$ cat src/spq_pkg.sv
`timescale 1ns / 1ps

package spq_pkg;

  localparam int unsigned QueueDepth = 16;
  localparam int unsigned KeyW       = 32;
  localparam int unsigned CountW     = $clog2(QueueDepth + 1);
  localparam int unsigned OutCountW  = 5;
  localparam int unsigned OutDataW   = 72;

  localparam logic KIND_INSERT = 1'b0;
  localparam logic KIND_REMOVE = 1'b1;

  localparam logic [1:0] ST_OK    = 2'd0;
  localparam logic [1:0] ST_EMPTY = 2'd1;
  localparam logic [1:0] ST_FULL  = 2'd2;

  localparam logic signed [KeyW-1:0] KEY_NONE = '1;

  // operation broadcast to every cell in the row
  typedef struct packed {
    logic                   ins;
    logic                   rem;
    logic signed [KeyW-1:0] key;
  } cell_op_t;

  // what a cell shows to its neighbors
  typedef struct packed {
    logic                   valid;
    logic                   gt;
    logic signed [KeyW-1:0] key;
  } cell_link_t;

endpackage

$ cat src/spq_cell.sv
`timescale 1ns / 1ps

module spq_cell (
  input  logic               clk_i,
  input  logic               rst_ni,
  input  spq_pkg::cell_op_t   op_i,
  input  spq_pkg::cell_link_t prev_i,
  input  spq_pkg::cell_link_t next_i,
  output spq_pkg::cell_link_t link_o
);

  logic                           valid_q, valid_d;
  logic signed [spq_pkg::KeyW-1:0] key_q, key_d;
  logic                           gt;

  assign gt = valid_q && (key_q > op_i.key);

  always_comb begin
    valid_d = valid_q;
    key_d   = key_q;
    if (op_i.rem) begin
      // shift toward the head
      valid_d = next_i.valid;
      key_d   = next_i.key;
    end else if (op_i.ins) begin
      if (prev_i.gt) begin
        valid_d = 1'b1;
        key_d   = prev_i.key;
      end else if (gt || (!valid_q && prev_i.valid)) begin
        valid_d = 1'b1;
        key_d   = op_i.key;
      end
    end
  end

  always_ff @(posedge clk_i or negedge rst_ni) begin
    if (!rst_ni) begin
      valid_q <= 1'b0;
    end else begin
      valid_q <= valid_d;
    end
  end

  always_ff @(posedge clk_i) begin
    key_q <= key_d;
  end

  assign link_o.valid = valid_q;
  assign link_o.gt    = gt;
  assign link_o.key   = key_q;

endmodule

$ cat src/sorted_priority_queue_top.sv
`timescale 1ns / 1ps
// Bounded min-priority queue of signed 32-bit keys, kept sorted in a row of
// cells (one key per cell, head cell holds the smallest key).
// Input channel s_axis: tuser selects insert (0) or remove (1), tdata carries
// the key for an insert. Output channel m_axis: one result item per input
// item with the removed key, a status code, the count, an empty flag and the
// front key after the operation.
// Latency: the result item is valid the cycle after its input is accepted.
// Throughput: one item per cycle while the receiver takes each result. Every
// cell compares its key with the incoming key and picks its own key, its
// neighbor's or the new key in the same cycle, so the whole row updates together.
// Equal keys leave in arrival order. A remove on an empty queue returns -1
// with status 1; an insert on a full queue is dropped with status 2.
// Reset empties the queue and drops the output valid.
// When the receiver stalls, the result is held and s_axis_tready drops until
// the result is taken; a new item is accepted in the same cycle the held
// result leaves.
module sorted_priority_queue_top (
  input  logic        clk_i,
  input  logic        rst_ni,
  input  logic        s_axis_tvalid,
  output logic        s_axis_tready,
  input  logic [31:0] s_axis_tdata,  // [31:0] key_in
  input  logic        s_axis_tuser,  // [0] kind
  output logic        m_axis_tvalid,
  input  logic        m_axis_tready,
  // [31:0] removed_key, [33:32] status, [38:34] entry_count,
  // [39] queue_empty, [71:40] front_key
  output logic [spq_pkg::OutDataW-1:0] m_axis_tdata
);

  localparam int unsigned Depth = spq_pkg::QueueDepth;

  spq_pkg::cell_link_t links [Depth];
  spq_pkg::cell_op_t   op;

  logic                            accept;
  logic                            full, empty;
  logic [spq_pkg::CountW-1:0]      count_q, count_d;
  logic                            out_valid_q;
  logic signed [spq_pkg::KeyW-1:0] removed_q, removed_d;
  logic [1:0]                      status_q, status_d;
  logic signed [spq_pkg::KeyW-1:0] front_key;

  assign s_axis_tready = !out_valid_q || m_axis_tready;
  assign accept        = s_axis_tvalid && s_axis_tready;
  assign full          = (count_q == spq_pkg::CountW'(Depth));
  assign empty         = (count_q == '0);

  assign op.ins = accept && (s_axis_tuser == spq_pkg::KIND_INSERT) && !full;
  assign op.rem = accept && (s_axis_tuser == spq_pkg::KIND_REMOVE) && !empty;
  assign op.key = s_axis_tdata;

  always_comb begin
    count_d   = count_q;
    removed_d = spq_pkg::KEY_NONE;
    status_d  = spq_pkg::ST_OK;
    if (s_axis_tuser == spq_pkg::KIND_INSERT) begin
      if (full) begin
        status_d = spq_pkg::ST_FULL;
      end else begin
        count_d = count_q + 1'b1;
      end
    end else begin
      if (empty) begin
        status_d = spq_pkg::ST_EMPTY;
      end else begin
        count_d   = count_q - 1'b1;
        removed_d = links[0].key;
      end
    end
  end

  always_ff @(posedge clk_i or negedge rst_ni) begin
    if (!rst_ni) begin
      count_q     <= '0;
      out_valid_q <= 1'b0;
    end else begin
      if (accept) begin
        count_q     <= count_d;
        out_valid_q <= 1'b1;
      end else if (m_axis_tready) begin
        out_valid_q <= 1'b0;
      end
    end
  end

  always_ff @(posedge clk_i) begin
    if (accept) begin
      removed_q <= removed_d;
      status_q  <= status_d;
    end
  end

  // head link: always valid, never greater, so the head cell takes a new key
  // into an empty queue
  for (genvar i = 0; i < Depth; i++) begin : g_cell
    spq_pkg::cell_link_t prev_link, next_link;
    if (i == 0) begin : g_head
      assign prev_link = '{valid: 1'b1, gt: 1'b0, key: '0};
    end else begin : g_mid
      assign prev_link = links[i-1];
    end
    if (i == Depth - 1) begin : g_tail
      assign next_link = '0;
    end else begin : g_body
      assign next_link = links[i+1];
    end
    spq_cell u_cell (
      .clk_i  (clk_i),
      .rst_ni (rst_ni),
      .op_i   (op),
      .prev_i (prev_link),
      .next_i (next_link),
      .link_o (links[i])
    );
  end

  // state only moves on accept, so it matches the held result
  assign front_key = links[0].valid ? links[0].key : spq_pkg::KEY_NONE;

  assign m_axis_tvalid = out_valid_q;
  assign m_axis_tdata  = {front_key, empty, spq_pkg::OutCountW'(count_q), status_q, removed_q};

endmodule

$ cat config.mk
export PLATFORM = sky130hd
export DESIGN_NAME = sorted_priority_queue_top
export DESIGN_NICKNAME = d
export VERILOG_FILES = /design/src/spq_pkg.sv /design/src/spq_cell.sv /design/src/sorted_priority_queue_top.sv
export SDC_FILE = /design/constraint.sdc
export NUM_CORES = 2
export LEC_CHECK = 0
export CAP_MARGIN = 25
export CELL_PAD_IN_SITES_DETAIL_PLACEMENT = 1
export CELL_PAD_IN_SITES_GLOBAL_PLACEMENT = 1
export CORE_MARGIN = 2
export CORE_UTILIZATION = 54
export CTS_BUF_LIST = sky130_fd_sc_hd__clkbuf_8
export CTS_CLUSTER_SIZE = 30
export DETAILED_ROUTE_END_ITERATION = 8
export DONT_BUFFER_PORTS = 1
export GPL_TIMING_DRIVEN = 0
export PLACE_DENSITY_LB_ADDON = 0.1
export REMOVE_ABC_BUFFERS = 1
export SETUP_SLACK_MARGIN = 0.5
export SYNTH_ARGS = -nofsm -noshare
export SYNTH_HDL_FRONTEND = slang
export SYNTH_SLANG_ARGS = --single-unit
$ cat constraint.sdc
create_clock -name clk_i -period 5.5 [get_ports clk_i]
set_input_delay 1.1 -clock clk_i [delete_from_list [all_inputs] [get_ports clk_i]]
set_output_delay 1.1 -clock clk_i [all_outputs]
set_load 0.005 [all_outputs]
==> impl_metrics.json <==
{
  "rsz0062_at_grt": "no",
  "fp.dieArea_um2": 75300,
  "clkSlewWorstSetupHoldPaths_ns": 0.06,
  "cp-end-kind": "flip-flop",
  "grt_pass1_vias": 34700,
  "ys.flop_type": "edfxtp_1",
  "cts_buffer_depth": 3,
  "die_w_um": 274,
  "synth-seq-area-share": 0.421,
  "place_congestion": 0.883,
  "maxCapViolations": 0,
  "max_freq_mhz": 206,
  "arrival_ns": 5.21,
  "ctsHoldBuffers": 0,
  "drive_above_1_share": 0.0783,
  "dr.pass1.iters": 5,
  "power-per-cell-area_nw_per_um2": 441,
  "gr-total-overflow": 0,
  "cp-start-kind": "primary input",
  "layout.nets": 4403,
  "cts_made_buffers": 105,
  "synth_edf_count": 514,
  "leakagePower_uw": 0.0180,
  "wl_per_cell_um": 24.9,
  "crit_chain": "inv_1 -> ha_1 -> a21oi_1 -> a21oi_1 -> a2111oi_1 -> o21ai_0 -> nor3_1 -> o221a_2 -> buf_16 -> o21ai_1 -> nand2_4",
  "initial_core_util": 0.543,
  "setup_viol": 0,
  "layout_commonest_cell": "nand2_1",
  "fin_tns_setup_ns": 0,
  "hold_violations": 0,
  "fp.dieH_um": 274,
  "grt_max_degree": 53,
  "layout_common_cells": "nand2_1 (526), ha_1 (515), edfxtp_1 (514), mux2i_1 (473), o21ai_0 (410)",
  "cpPeakStageDelay_ns": 0.79,
  "cts_tree": "done",
  "drc": 0,
  "cpMaxStageDelayCell": "a2111oi_1",
  "avgSynthCellArea_um2": 10.3,
  "slew_violations": 0,
  "synth_area_um2": 39500,
  "worst-path-max-fanout": 32,
  "worst-path-buf-inv": 2,
  "synth_cell_types": 77,
  "worstPathRequired_ns": 5.85,
  "post-route-util": 0.602,
  "syn_inst": 3844,
  "antenna_found_initial": 2,
  "path_common_cell": "a21oi_1",
  "peakVddDrop_v": 0.000246,
  "rows": 99,
  "clk_latency_ns": 0.73,
  "final_antenna_net_count": 0,
  "syn2layout_area_growth_pct": 10.8,
  "io_pins": 111,
  "async_reset_ff_frac": 0.0387,
  "fin_crit_sh": 0.884,
  "clock-sinks": 568,
  "status": "finished clean",
  "grt_pass1_wl_um": 190000,
  "drt_iter0_drc": 1837,
  "synth_seq_cells": 568,
  "min_path_type": "in2async",
  "cp_top_family": "compound AO/OA/AOI/OAI gates",
  "critPathKind": "in2reg",
  "dp_hpwl_um": 90900,
  "grt_use_total": 0.317,
  "total_power_uw": 19300,
  "cts.htree.levels": 3,
  "min_period_ns": 4.86,
  "avgViaCountPerCell": 6.47,
  "ys_warn_count": 0,
  "tightest_slew_ns": 1.03,
  "finalWirelength_um": 122000,
  "cts-root-buf": "clkbuf_8",
  "fin_skew_ns": 0.0250,
  "port_buffers": 0,
  "route.vias.total": 31700,
  "slew_headroom": 0.305,
  "coreArea_um2": 72700
}
[per-stage QoR]
step / area, um^2 / setup WS, ns / instances / hold WS [ns]
after floorplan: 38400 / -49.71 / 3621 / 0.483
after global placement: 39600 / -82.86 / 4580 / 0.507
after detailed placement: 41400 / -0.740 / 4678 / 0.561
after CTS: 43500 / 0.518 / 4876 / 0.0184
after global routing: 43800 / 0.515 / 4896 / 0.0358
final: 43800 / 0.640 / 4896 / 0.0685
[synth_stat cells (all sizes together) (9+ instances only)]
library cell	number	area, um^2
nand2b	38	238
a211oi	26	195
edfxtp	514	15400
nor3	27	135
nor2b	29	181
a221oi	9	85.1
o221ai	9	78.8
nand3	32	160
nor4	10	62.6
buf	85	556
dfrtp	22	551
a31oi	10	62.6
inv	77	289
o211ai	19	148
dfxtp	32	641
nand2	529	1990
ha	515	6440
a21o	91	683
a21oi	262	1310
nand4	101	632
and4	14	123
nor2	87	334
clkbuf	138	518
o21ai	550	2750
o21a	14	105
mux2i	474	4760
or3	40	250
[power breakdown]
part,internal (uW),switching (uW)
clock network,1940,1950
logic,3530,4520
registers,6390,967
total,11900,7440
[flip-flops by register name (all words and copies together), names as in the netlist]
register and flops:
g_cell.u_cell.key_q 512, count_q 5, m_axis_tvalid 1, status_q 2
removed_q 32, g_cell.u_cell.valid_q 16
[final timing paths]
kind	from	endpoint	slack (ns)	depth (start not counted)
min in group clk_i	s_axis_tvalid	m_axis_tvalid$_DFFE_PN0P_	0.53	1
max in group asynchronous	rst_ni	g_cell[13].u_cell.valid_q$_DFFE_PN0P_	5.33	0
worst max register to register	g_cell[11].u_cell.key_q[21]$_DFFE_PP_	g_cell[12].u_cell.key_q[27]$_DFFE_PP_	1.12	9
worst max-delay path	s_axis_tdata[19]	g_cell[13].u_cell.key_q[28]$_DFFE_PP_	0.64	11
worst min register to register	g_cell[15].u_cell.valid_q$_DFFE_PN0P_	g_cell[15].u_cell.valid_q$_DFFE_PN0P_	0.57	2
worst min-delay path	rst_ni	count_q[4]$_DFFE_PN0P_	0.07	0
[metal layers]
metal / up-vias / track usage / wire, um
li1: 14500 / - / -
met3: 292 / 0.0414 / 5240
met1: 16000 / 0.400 / 51100
met2: 853 / 0.564 / 62000
met4: 0 / 0.0990 / 3490
met5: - / 0 / 0
[cells by family after synthesis]
| family | after synthesis | share of synthesized area |
|---|---|---|
| AND/OR/NAND/NOR | 937 | 0.109 |
| XOR/XNOR | 9 | 0.00219 |
| AO/OA/AOI/OAI | 1039 | 0.148 |
| adder cells (fa/ha/maj) | 516 | 0.164 |
| flip-flops | 568 | 0.421 |
| buffers and inverters | 300 | 0.0345 |
| multiplexers | 475 | 0.121 |
[layout make-up]
type	count	area, um^2
Fill cell	7743	29000
Multi-Input combinational cell	2976	21800
Sequential cell	568	16600
Timing Repair Buffer	122	1880
Clock buffer	118	1620
Tap cell	959	1200
Inverter	77	308
Clock inverter	75	300
Antenna cell	1	2.50
[what timing repair did]
action	in CTS	in global routing
setup buffers	5	16
pin swaps	5	7
endpoints found under the setup margin	184	250
resized for setup	8	7
Note: power is estimated with default switching activity, not from simulation.
